--- config.mk ---
export PLATFORM = sky130hd
export DESIGN_NAME = sprite_motion_animator
export DESIGN_NICKNAME = d
export VERILOG_FILES = /design/src/sv/sma_pkg.sv /design/src/sv/sprite_motion_animator.sv /design/src/sv/sma_divider.sv
export VERILOG_INCLUDE_DIRS = /design/src /design/src/sv
export SDC_FILE = /design/constraint.sdc
export NUM_CORES = 2
export LEC_CHECK = 0
export BUFFER_PORTS_ARGS = -buffer_cell sky130_fd_sc_hd__buf_2
export CAP_MARGIN = 10
export CORE_UTILIZATION = 59
export CTS_BUF_LIST = sky130_fd_sc_hd__clkbuf_4
export CTS_CLUSTER_DIAMETER = 60
export DETAILED_ROUTE_END_ITERATION = 10
export PLACE_DENSITY_LB_ADDON = 0.05
export SYNTH_ARGS = -nofsm -noshare
export SYNTH_HDL_FRONTEND = slang
export SYNTH_SLANG_ARGS = --single-unit
export TNS_END_PERCENT = 30
--- constraint.sdc ---
create_clock -name clk -period 5 [get_ports clk]
set_input_delay 0.5 -clock clk [delete_from_list [all_inputs] [get_ports clk]]
set_output_delay 0.5 -clock clk [all_outputs]
set_load 0.005 [all_outputs]
--- src/sv/sprite_motion_animator_defines.svh ---
// Assertion macros shared by the sprite motion animator RTL.
// Depends on nothing; the including module supplies clk and rst.
`ifndef SPRITE_MOTION_ANIMATOR_DEFINES_SVH
`define SPRITE_MOTION_ANIMATOR_DEFINES_SVH

// Checked only outside reset.
`define SMA_ASSERT(lbl, prop, msg) \
  lbl: assert property (@(posedge clk) disable iff (rst) prop) else $error(msg);

// Checked on every edge, reset included.
`define SMA_ASSERT_ALWAYS(lbl, prop, msg) \
  lbl: assert property (@(posedge clk) prop) else $error(msg);

`endif

--- src/sv/sma_pkg.sv ---
// Types, codes and constants of the sprite motion animator.
// Used by sprite_motion_animator and its testbench; depends on nothing.
package sma_pkg;

  localparam int unsigned COORD_BITS    = 16;
  localparam int unsigned DUR_BITS      = 24;
  localparam int unsigned PERIOD_BITS   = 16;
  localparam int unsigned FRAC_BITS_DEF = 24;

  localparam logic [PERIOD_BITS-1:0] FRAME_PERIOD_RESET = PERIOD_BITS'(33);

  typedef enum logic [2:0] {
    OP_MOVE_TO    = 3'd0,
    OP_TRANSLATE  = 3'd1,
    OP_ANIMATE_TO = 3'd2,
    OP_FRAME_TICK = 3'd3,
    OP_SHOW       = 3'd4,
    OP_HIDE       = 3'd5
  } sma_op_t;

  typedef enum logic [2:0] {
    ST_IDLE,
    ST_EXEC,
    ST_FRAMES,
    ST_STEP_X,
    ST_STEP_Y,
    ST_TICK_ROUND,
    ST_DONE
  } sma_state_t;

  typedef struct packed {
    logic [2:0]                 op;
    logic signed [COORD_BITS-1:0] x_value;
    logic signed [COORD_BITS-1:0] y_value;
    logic [DUR_BITS-1:0]          duration_ms;
  } sma_in_t;

  typedef struct packed {
    logic signed [COORD_BITS-1:0] out_x;
    logic signed [COORD_BITS-1:0] out_y;
    logic                         is_shown;
    logic                         is_moving;
  } sma_out_t;

endpackage

--- src/sv/sprite_motion_animator.sv ---
// Sprite motion animator: position, visibility and linear animation of one sprite.
// Depends on sma_pkg, sma_divider and sprite_motion_animator_defines.svh.
//
// One beat in gives one beat out. move_to, translate, show, hide and an idle
// frame_tick pass through the accept, execute and result states. An active
// frame_tick adds a state that rounds the accumulators. animate_to runs three
// divisions on one shared restoring divider that yields one quotient bit per
// cycle: a 24-bit quotient for the frame count, then a (17 + FRAC_BITS)-bit
// quotient for each axis step, each taken in the state that awaits it. A result
// that still waits downstream holds the block in its result state. The input is
// ready only between items.
`include "sprite_motion_animator_defines.svh"

module sprite_motion_animator #(
  parameter int unsigned FRAC_BITS = sma_pkg::FRAC_BITS_DEF
) (
  input  logic                               clk,
  input  logic                               rst,
  input  logic                               cfg_we,
  input  logic [sma_pkg::PERIOD_BITS-1:0]    cfg_data,
  input  logic                               in_valid,
  output logic                               in_ready,
  input  sma_pkg::sma_in_t                   in_data,
  output logic                               out_valid,
  input  logic                               out_ready,
  output sma_pkg::sma_out_t                  out_data
);

  localparam int unsigned C            = sma_pkg::COORD_BITS;
  localparam int unsigned D            = sma_pkg::DUR_BITS;
  localparam int unsigned P            = sma_pkg::PERIOD_BITS;
  localparam int unsigned ACC_BITS     = C + FRAC_BITS + 1;
  localparam int unsigned STEP_BITS    = ACC_BITS + 1;
  localparam int unsigned DIV_CNT_BITS = $clog2(ACC_BITS + 1);

  sma_pkg::sma_state_t state, state_next;

  logic [P-1:0]         frame_period;
  logic [2:0]           op_q;
  logic [C-1:0]         xv_q, yv_q;
  logic [D-1:0]         dur_q;
  logic [C-1:0]         pos_x, pos_y, goal_x, goal_y;
  logic [ACC_BITS-1:0]  acc_x, acc_y;
  logic [STEP_BITS-1:0] step_x, step_y;
  logic [D-1:0]         frames_left;
  logic                 moving, shown;

  logic                    div_start, div_done;
  logic [ACC_BITS-1:0]     div_dividend, div_quotient;
  logic [D-1:0]            div_divisor;
  logic [DIV_CNT_BITS-1:0] div_iters;

  logic [P-1:0]         period_eff;
  logic [D-1:0]         frames_calc;
  logic signed [C:0]    dx, dy;
  logic [C:0]           mag_x, mag_y;
  logic [STEP_BITS-1:0] step_calc_x, step_calc_y;
  logic                 out_free;

  function automatic logic [ACC_BITS-1:0] acc_of(input logic [C-1:0] v);
    return {v[C-1], v, {FRAC_BITS{1'b0}}};
  endfunction

  // Round half away from zero on the magnitude, then wrap to the coordinate width.
  function automatic logic [C-1:0] round_acc(input logic [ACC_BITS-1:0] a);
    logic [ACC_BITS-1:0] m;
    logic [ACC_BITS-1:0] r;
    m = a[ACC_BITS-1] ? -a : a;
    r = (m + (ACC_BITS'(1) << (FRAC_BITS - 1))) >> FRAC_BITS;
    if (a[ACC_BITS-1]) begin
      r = -r;
    end
    return r[C-1:0];
  endfunction

  // A nonzero delta whose step truncates to zero moves one whole pixel per frame.
  function automatic logic [STEP_BITS-1:0] make_step(input logic [ACC_BITS-1:0] q,
                                                     input logic [C:0] mag,
                                                     input logic neg);
    logic [STEP_BITS-1:0] s;
    s = {1'b0, q};
    if (q == '0 && mag != '0) begin
      s = STEP_BITS'(1) << FRAC_BITS;
    end
    return neg ? -s : s;
  endfunction

  always_comb begin
    period_eff  = (frame_period == '0) ? P'(1) : frame_period;
    frames_calc = (div_quotient == '0) ? D'(1) : div_quotient[D-1:0];
    dx          = $signed({goal_x[C-1], goal_x}) - $signed({pos_x[C-1], pos_x});
    dy          = $signed({goal_y[C-1], goal_y}) - $signed({pos_y[C-1], pos_y});
    mag_x       = dx[C] ? -dx : dx;
    mag_y       = dy[C] ? -dy : dy;
    step_calc_x = make_step(div_quotient, mag_x, dx[C]);
    step_calc_y = make_step(div_quotient, mag_y, dy[C]);
    out_free    = !out_valid || out_ready;
  end

  sma_divider #(
    .DIVIDEND_BITS (ACC_BITS),
    .DIVISOR_BITS  (D)
  ) u_div (
    .clk      (clk),
    .rst      (rst),
    .start    (div_start),
    .dividend (div_dividend),
    .divisor  (div_divisor),
    .iters    (div_iters),
    .done     (div_done),
    .quotient (div_quotient)
  );

  always_ff @(posedge clk) begin
    if (rst) begin
      state <= sma_pkg::ST_IDLE;
    end else begin
      state <= state_next;
    end
  end

  always_comb begin
    state_next   = state;
    in_ready     = 1'b0;
    div_start    = 1'b0;
    div_dividend = {mag_x, {FRAC_BITS{1'b0}}};
    div_divisor  = frames_calc;
    div_iters    = DIV_CNT_BITS'(ACC_BITS);
    unique case (state)
      sma_pkg::ST_IDLE: begin
        in_ready = 1'b1;
        if (in_valid) begin
          state_next = sma_pkg::ST_EXEC;
        end
      end
      sma_pkg::ST_EXEC: begin
        // The duration sits at the top so that D iterations leave the frame count.
        div_dividend = {dur_q, {(ACC_BITS - D){1'b0}}};
        div_divisor  = {{(D - P){1'b0}}, period_eff};
        div_iters    = DIV_CNT_BITS'(D);
        state_next   = sma_pkg::ST_DONE;
        case (op_q)
          sma_pkg::OP_ANIMATE_TO: begin
            div_start  = 1'b1;
            state_next = sma_pkg::ST_FRAMES;
          end
          sma_pkg::OP_FRAME_TICK: begin
            if (shown && moving) begin
              state_next = sma_pkg::ST_TICK_ROUND;
            end
          end
          default: begin
          end
        endcase
      end
      sma_pkg::ST_FRAMES: begin
        if (div_done) begin
          div_start  = 1'b1;
          state_next = sma_pkg::ST_STEP_X;
        end
      end
      sma_pkg::ST_STEP_X: begin
        div_dividend = {mag_y, {FRAC_BITS{1'b0}}};
        div_divisor  = frames_left;
        if (div_done) begin
          div_start  = 1'b1;
          state_next = sma_pkg::ST_STEP_Y;
        end
      end
      sma_pkg::ST_STEP_Y: begin
        div_divisor = frames_left;
        if (div_done) begin
          state_next = sma_pkg::ST_DONE;
        end
      end
      sma_pkg::ST_TICK_ROUND: begin
        state_next = sma_pkg::ST_DONE;
      end
      sma_pkg::ST_DONE: begin
        if (out_free) begin
          state_next = sma_pkg::ST_IDLE;
        end
      end
      default: begin
        state_next = sma_pkg::ST_IDLE;
      end
    endcase
  end

  always_ff @(posedge clk) begin
    if (rst) begin
      frame_period <= sma_pkg::FRAME_PERIOD_RESET;
      pos_x        <= '0;
      pos_y        <= '0;
      acc_x        <= '0;
      acc_y        <= '0;
      step_x       <= '0;
      step_y       <= '0;
      goal_x       <= '0;
      goal_y       <= '0;
      frames_left  <= '0;
      moving       <= 1'b0;
      shown        <= 1'b1;
    end else begin
      if (cfg_we) begin
        frame_period <= cfg_data;
      end
      case (state)
        sma_pkg::ST_IDLE: begin
          if (in_valid) begin
            op_q  <= in_data.op;
            xv_q  <= in_data.x_value;
            yv_q  <= in_data.y_value;
            dur_q <= in_data.duration_ms;
          end
        end
        sma_pkg::ST_EXEC: begin
          case (op_q)
            sma_pkg::OP_MOVE_TO: begin
              pos_x <= xv_q;
              pos_y <= yv_q;
              acc_x <= acc_of(xv_q);
              acc_y <= acc_of(yv_q);
            end
            sma_pkg::OP_TRANSLATE: begin
              pos_x <= pos_x + xv_q;
              pos_y <= pos_y + yv_q;
              acc_x <= acc_x + acc_of(xv_q);
              acc_y <= acc_y + acc_of(yv_q);
            end
            sma_pkg::OP_ANIMATE_TO: begin
              goal_x <= xv_q;
              goal_y <= yv_q;
            end
            sma_pkg::OP_FRAME_TICK: begin
              if (shown && moving) begin
                acc_x <= acc_x + step_x[ACC_BITS-1:0];
                acc_y <= acc_y + step_y[ACC_BITS-1:0];
              end
            end
            sma_pkg::OP_SHOW: begin
              shown <= 1'b1;
            end
            sma_pkg::OP_HIDE: begin
              shown <= 1'b0;
            end
            default: begin
            end
          endcase
        end
        sma_pkg::ST_FRAMES: begin
          if (div_done) begin
            frames_left <= frames_calc;
            moving      <= 1'b1;
          end
        end
        sma_pkg::ST_STEP_X: begin
          if (div_done) begin
            step_x <= step_calc_x;
          end
        end
        sma_pkg::ST_STEP_Y: begin
          if (div_done) begin
            step_y <= step_calc_y;
          end
        end
        sma_pkg::ST_TICK_ROUND: begin
          frames_left <= frames_left - D'(1);
          if (frames_left == D'(1)) begin
            // Last frame lands exactly on the goal.
            moving <= 1'b0;
            pos_x  <= goal_x;
            pos_y  <= goal_y;
            acc_x  <= acc_of(goal_x);
            acc_y  <= acc_of(goal_y);
          end else begin
            pos_x <= round_acc(acc_x);
            pos_y <= round_acc(acc_y);
          end
        end
        default: begin
        end
      endcase
    end
  end

  // The result register lets the next beat in while this one waits downstream.
  always_ff @(posedge clk) begin
    if (rst) begin
      out_valid <= 1'b0;
    end else if (state == sma_pkg::ST_DONE && out_free) begin
      out_valid          <= 1'b1;
      out_data.out_x     <= pos_x;
      out_data.out_y     <= pos_y;
      out_data.is_shown  <= shown;
      out_data.is_moving <= moving;
    end else if (out_ready) begin
      out_valid <= 1'b0;
    end
  end

  `SMA_ASSERT_ALWAYS(a_moving_has_frames, moving |-> frames_left != '0, "moving with no frames left")
  `SMA_ASSERT(a_div_done_expected, div_done |-> (state == sma_pkg::ST_FRAMES || state == sma_pkg::ST_STEP_X || state == sma_pkg::ST_STEP_Y), "divider finished while not awaited")
  `SMA_ASSERT(a_accept_to_exec, (in_valid && in_ready) |=> state == sma_pkg::ST_EXEC, "accepted beat not executed")
  `SMA_ASSERT(a_last_frame_snaps, (state == sma_pkg::ST_TICK_ROUND && frames_left == D'(1)) |=> (!moving && pos_x == goal_x && pos_y == goal_y), "last frame did not reach the goal")

endmodule

--- src/sv/sma_divider.sv ---
// Restoring unsigned divider, one quotient bit per cycle.
// Standalone; shared by the frame count and both step divisions.
module sma_divider #(
  parameter int unsigned DIVIDEND_BITS = 41,
  parameter int unsigned DIVISOR_BITS  = 24,
  localparam int unsigned CNT_BITS     = $clog2(DIVIDEND_BITS + 1)
) (
  input  logic                     clk,
  input  logic                     rst,
  input  logic                     start,
  input  logic [DIVIDEND_BITS-1:0] dividend,
  input  logic [DIVISOR_BITS-1:0]  divisor,
  input  logic [CNT_BITS-1:0]      iters,
  output logic                     done,
  output logic [DIVIDEND_BITS-1:0] quotient
);

  logic [DIVISOR_BITS-1:0]  rem;
  logic [DIVIDEND_BITS-1:0] quo;
  logic [DIVISOR_BITS-1:0]  dsr;
  logic [CNT_BITS-1:0]      cnt;
  logic                     busy;
  logic [DIVISOR_BITS:0]    trial;
  logic [DIVISOR_BITS:0]    diff;
  logic                     fits;

  // The dividend shifts out of the top of quo while quotient bits enter at the bottom.
  always_comb begin
    trial = {rem, quo[DIVIDEND_BITS-1]};
    diff  = trial - {1'b0, dsr};
    fits  = !diff[DIVISOR_BITS];
  end

  always_ff @(posedge clk) begin
    if (rst) begin
      busy <= 1'b0;
      done <= 1'b0;
      cnt  <= '0;
    end else begin
      done <= 1'b0;
      if (start) begin
        busy <= 1'b1;
        cnt  <= iters;
        rem  <= '0;
        quo  <= dividend;
        dsr  <= divisor;
      end else if (busy) begin
        rem <= fits ? diff[DIVISOR_BITS-1:0] : trial[DIVISOR_BITS-1:0];
        quo <= {quo[DIVIDEND_BITS-2:0], fits};
        cnt <= cnt - CNT_BITS'(1);
        if (cnt == CNT_BITS'(1)) begin
          busy <= 1'b0;
          done <= 1'b1;
        end
      end
    end
  end

  assign quotient = quo;

endmodule

* Word-level counts from Yosys, hierarchy flattened
Index checks and enable logic that the tools add are counted.
** Word-level totals
- Input bits :: 80
- Output and inout bits :: 36
- Word-level logic and storage cells :: 166
- Register bits :: 464
** Cells by class
- $add $sub $neg :: 21
- Bitwise logic cells :: 2
- Muxes and demuxes :: 59
- Reductions and logical operators :: 34
- Equality and inequality tests :: 22
** Operators with widths (count)
- 41-bit two-way mux :: 10
- 41-bit one-hot mux with 2 select lines :: 3
- 41-bit one-hot mux with 3 select lines :: 2
- 41-bit adder :: 4
- 16-bit one-hot mux with 2 select lines :: 4
- 24-bit two-way mux :: 4
- 24-bit one-hot mux with 2 select lines :: 2
- 41-bit negation :: 2
- 40-bit by 24-bit adder with 40-bit output (second input constant) :: 2
- 16-bit two-way mux :: 5
- 40-bit two-way mux :: 2
- 40-bit negation :: 2
- 41-bit zero test :: 1
- 17-bit two-way mux :: 2
- 17-bit negation :: 2
- 17-bit nonzero test :: 2
- 16-bit by 16-bit subtractor with 17-bit output :: 2
- 16-bit adder :: 2
- 16-bit negation :: 2
- 25-bit by 24-bit subtractor with 25-bit output :: 1
- 24-bit by 1-bit == test with 1-bit output (second input constant) :: 1
- 24-bit by 1-bit subtractor with 24-bit output (second input constant) :: 1
- 3-bit one-hot mux with 7 select lines :: 1
- 6-bit two-way mux :: 3
- other kinds (28) :: 76

* Logic depth before layout (Yosys ltp)
- Depth in word-level cells :: 8
- Gate-level depth with buffers :: 19
- Mapped depth without buffers :: 17

* By module
Synthesis repeated with hierarchy kept, for this count alone.
** Second synthesis, totals
- Cell total of the unflattened synthesis :: 4344
- Area, all modules :: 35818.1 sq um
** Modules (own cells, without submodules)
- sprite_motion_animator :: instances 1, cells each 3867, seq. area each 8277.9 sq um, area each 30220.2 sq um
- sma_divider :: instances 1, cells each 477, seq. area each 2832.7 sq um, area each 5597.9 sq um

* Worst setup path before layout
Ideal clock, no wire load.
- Kind :: register to register
- Start point :: register op_q[1]
- End point :: register u_div.quo[0] (netlist: u_div.quotient[0]), enable pin
- Data arrival time :: 4.275 ns
- Library setup time :: 0.488 ns
- Required time :: 4.512 ns
- Path slack :: 0.236 ns
- Cell stages (with the launch flop) :: 8
- Clock period less this slack :: 4.764 ns
- Buffers on the path :: 1
- Cells stage by stage :: edfxtp_1 clkbuf_1 clkinv_1 nor3_1 nand2_1 a21oi_1 nor2_1 nor2_1
** On the way
- Word-level cells in the longest chain between the ends :: 5
** RTL lines
- start, declared :: RTL line sprite_motion_animator.sv:39 : logic [2:0] op_q;
- start signal, assigned :: RTL line sprite_motion_animator.sv:211 : op_q <= in_data.op;
- 3-bit by 2-bit == test with 1-bit output :: RTL line sprite_motion_animator.sv:142 : case (op_q)
- 1-bit two-way mux :: RTL line sprite_motion_animator.sv:142
- 1-bit one-hot mux with 2 select lines :: RTL line sprite_motion_animator.sv:129 : unique case (state)
- 2-bit nonzero test (no source line)
- 2-bit AND reduction (no source line)
- end signal, assigned :: RTL line sma_divider.sv:45 : quo <= dividend;
- end signal, assigned :: RTL line sma_divider.sv:49 : quo <= {quo[DIVIDEND_BITS-2:0], fits};
- end, declared :: RTL line sma_divider.sv:19 : logic [DIVIDEND_BITS-1:0] quo;
Every way passes these cells.
A chain may end at the register's enable or synchronous reset.

* Final worst setup path
- Start point :: register pos_y[1]
- End point :: register step_y[37]
** On the way
- Word-level cells in the longest chain between the ends :: 8
** RTL lines
- start, declared :: RTL line sprite_motion_animator.sv:42 : logic [C-1:0] pos_x, pos_y, goal_x, goal_y;
- start signal, assigned :: RTL line sprite_motion_animator.sv:221 : pos_y <= yv_q;
- start signal, assigned :: RTL line sprite_motion_animator.sv:227 : pos_y <= pos_y + yv_q;
- start signal, assigned :: RTL line sprite_motion_animator.sv:273 : pos_y <= goal_y;
- 16-bit by 16-bit subtractor with 17-bit output * :: RTL line sprite_motion_animator.sv:92 : dy = $signed({goal_y[C-1], goal_y}) - $signed({pos_y[C-1], pos_y});
- 17-bit negation :: RTL line sprite_motion_animator.sv:94 : mag_y = dy[C] ? -dy : dy;
- 17-bit two-way mux :: RTL line sprite_motion_animator.sv:94
- 17-bit nonzero test :: RTL line sprite_motion_animator.sv:82 : if (q == '0 && mag != '0) begin
- 1-bit logical AND :: RTL line sprite_motion_animator.sv:82
- 41-bit two-way mux :: RTL line sprite_motion_animator.sv:82
- 41-bit negation :: RTL line sprite_motion_animator.sv:85 : return neg ? -s : s;
- 41-bit two-way mux * :: RTL line sprite_motion_animator.sv:85
- end signal, assigned :: RTL line sprite_motion_animator.sv:264 : step_y <= step_calc_y;
- end, declared :: RTL line sprite_motion_animator.sv:44 : logic [STEP_BITS-1:0] step_x, step_y;
Every way passes the cells marked *; elsewhere a longest branch is shown, timed or not.

==> qor.yml <==
dpl_cell_area_um2: 36700
synth_cell_type_count: 113
gp_congestion: 1.06
finalMaxSlewViolations: 0
finalSetupTns_ns: 0
peakVddDrop_mv: 0.460
yosysTopAreaCellShare_pct: 15.9
cp.required_ns: 5.89
rsz0062_at_grt: "no"
syn_area_um2: 35400
grt_max_degree: 104
path_clk_slew_ns: 0.07
endpoint_kind: "flip-flop"
insertion_delay_ns: 1.05
vias: 35500
grt_pass1_vias: 31800
yosysTopAreaCell: "dfxtp_1"
yosysSeqAreaShare_pct: 31.4
setup_violations: 0
final_nets: 4835
syn_nets: 4674
synth.top_cells.by_count: "nor2_1 (444), nand2_1 (436), a21oi_1 (327), dfxtp_1 (282), o21ai_0 (262)"
routed_wl_um: 125000
synth_edf_count: 182
num_io_pins: 116
cts_setup_buffers: 0
slew_headroom_pct: 25.0
arrival_ns: 5.51
cp-start-kind: "flip-flop"
antenna_found_initial: 8
power.share.sequential_pct: 25.1
dr.pass1.iters: 9
synth-async-reset-ratio_pct: 0
place_inst: 5091
core_um2: 59100
drc: 6
p_total_mw: 18.7
synth.area.top_cells: "dfxtp_1 (16%), edfxtp_1 (15%), ha_1 (7.4%)"
start_util_pct: 59.9
synth_flop_cell: "dfxtp_1"
ant_nets: 0
viasPerCell: 6.54
fin_area_um2: 39300
numCtsBuffers: 133
violations: "DRC"
finalCritPeriodShare_pct: 92.5
status: "complete, but fails checks"
synthMostInstantiatedCell: "nor2_1"
drv_cap: 0
powerDensity_nw_per_um2: 475
netlist_instances: 4376
drive_gt1_share_pct: 11.2
skew_ns: 0.0691
post-route-min-period_ns: 4.62
avgSynthCellArea_um2: 8.09
netSwitchingFraction_pct: 47.7
tightest_slew_ns: 1.12
numPortBuffers: 115
hold_viol_final: 0
p_switching_mw: 8.92
area_growth_pct: 11.0
worstPathCellList: "inv_1, ha_1, nor2b_1, o21a_1, o311ai_1, a2111oi_4, nand3b_1, a221oi_1, nand4_1, o32ai_1, nor2_1, o31ai_4, a21oi_1, a31o_2"
synth_warnings: 0
r2r_setup_slack_ns: 0.38
cts.sinks: 464
hpwl_um: 91000
drtIter0Drc: 4090
power_leakage_nw: 16.1
cts_buffer_depth: 3
p_int_mw: 9.76
die_w_um: 247
multi_input_area_um2: 22600
cts_max_level: 4
wl_per_cell_um: 22.9
comb_power_share_pct: 54.9
ys_seq_elements: 464
hp-class: "in -> reg"
num_rows: 89
grt_pass1_wl_um: 187000
clockPowerShare_pct: 20.0
worst_hold_slack_ns: 0.0565
cts_tree: "done"
die-area_um2: 61000
grt_overflow: 0
crit_path_max_incr_delay_ns: 0.51
fillers: 5143
fmax_ghz: 0.216
root_buffer: "clkbuf_4"
critPathKind: "reg -> reg"
grt_use_total_pct: 40.1
cpMaxStageDelayCell: "a2111oi_4"
stdcell_count: 5425
crit_fanout: 9
dieHeight_um: 247
seqCellArea_um2: 11100
==> cells by family (layout without fill, tap and decap cells) <==
| kind of cell | count (synthesis) | count (layout) | share of synthesized area, % |
|---|---|---|---|
| and+or+nand+nor | 1560 | 1560 | 21.1 |
| xor gates and xnor gates | 302 | 302 | 7.59 |
| muxes | 72 | 72 | 2.08 |
| adders and majority gates | 218 | 218 | 7.89 |
| other | 0 | 14 | 0 |
| buffers and inverters | 440 | 702 | 4.98 |
| DFF | 464 | 464 | 31.4 |
| AOI/OAI and AO/OA | 1320 | 1320 | 24.9 |
==> layer usage <==
| metal | up-vias | GRT usage [%] | part of all wire (%) |
|---|---|---|---|
| met5 | - | 0 | 0.12 |
| met4 | 6 | 21.2 | 5.2 |
| met3 | 337 | 8.65 | 10 |
| met2 | 1848 | 59.4 | 42 |
| met1 | 16700 | 54.4 | 42 |
| li1 | 16600 | - | - |
==> registers in the layout, indices dropped and copies added, names as in the netlist, 3 cells and up <==
| name | cells |
|---|---|
| pos_x | 16 |
| op_q | 3 |
| acc_x | 41 |
| step_x | 41 |
| u_div.dsr | 24 |
| pos_y | 16 |
| out_data | 34 |
| acc_y | 41 |
| xv_q | 16 |
| frame_period | 16 |
| u_div.quotient | 41 |
| goal_y | 16 |
| dur_q | 24 |
| u_div.rem | 24 |
| yv_q | 16 |
| step_y | 41 |
| goal_x | 16 |
| u_div.cnt | 6 |
| state | 3 |
| frames_left | 24 |
==> path summary, 6_finish.rpt <==
| path | cells after the start | to | start |
|---|---|---|---|
| max | 14 | step_y[37] | pos_y[1] |
| min | 3 | frame_period[6] | cfg_we |
| min reg2reg | 2 | step_y[0] | step_y[0] |
| max reg2reg | 14 | step_y[37] | pos_y[1] |
==> critical path: cells and delay by family, from the launching register on <==
family	cells	cell delay, ns
buffers and inverters	1	0.11
AND/OR/NAND/NOR	4	1.04
AO/OA/AOI/OAI	8	2.58
flip-flops	1	0.43
adder cells (fa/ha/maj)	1	0.33
==> timing repair <==
action | CTS | global route
gates resized for setup | 0 | 1
hold buffers | 84 | 0
endpoints found under the setup margin | 0 | 4
hold endpoints to repair | 116 | 0
==> layout make-up <==
| class | count | area share [%] |
|---|---|---|
| repair buffers | 303 | 5.68 |
| multi-input cells | 3472 | 57.6 |
| inverters | 163 | 1.56 |
| diodes | 14 | 0.0891 |
| clock inverters | 36 | 0.570 |
| well taps | 773 | 2.46 |
| clock buffers | 200 | 3.82 |
| flip-flops and latches | 464 | 28.3 |
==> placed cells by master (no fill, tap or decap), types with 17 or more instances in the layout <==
cell             n
and2_1          39
inv_1          162
and3_1          41
a22oi_1         52
ha_1           209
o211ai_1        62
nor3_1         113
or3_1           64
nand3_1        127
nor4_1          47
nand3b_1        17
a21oi_1        325
dlygate4sd3_1   84
mux2i_1         68
edfxtp_1       182
a221oi_1        18
a211o_1         21
o31ai_1         44
a21o_1          85
o31a_1          17
xnor2_1        171
a311oi_1        19
o21ai_0        261
a211oi_1        95
clkinv_1        19
a31oi_1         59
buf_4          102
or4_1           18
o21bai_1        17
xor2_1         127
nand2_1        433
nand2b_1        47
clkbuf_4       200
dfxtp_1        282
nor2_1         439
o21a_1          43
buf_2          114
nor2b_1         35
nand4_1         48
==> through the flow <==
step,setup WS [ns],util [%]
2_1_floorplan,0.236,-
3_3_place_gp,0.529,62.0
3_5_place_dp,0.431,62.0
4_1_cts,0.402,66.4
5_1_grt,0.0245,66.4
6_report,0.375,66.5
==> power groups by stage <==
stage	registers [mW]	clock network [mW]	logic (mW)
6_report	4.68	3.74	10.2
5_1_grt	4.70	3.97	11.0
3_3_place_gp	4.73	0	9.77
2_1_floorplan	4.50	0	7.18
3_5_place_dp	4.73	0	9.83
4_1_cts	4.65	3.77	9.94
Power figures use the tool's default switching activity.
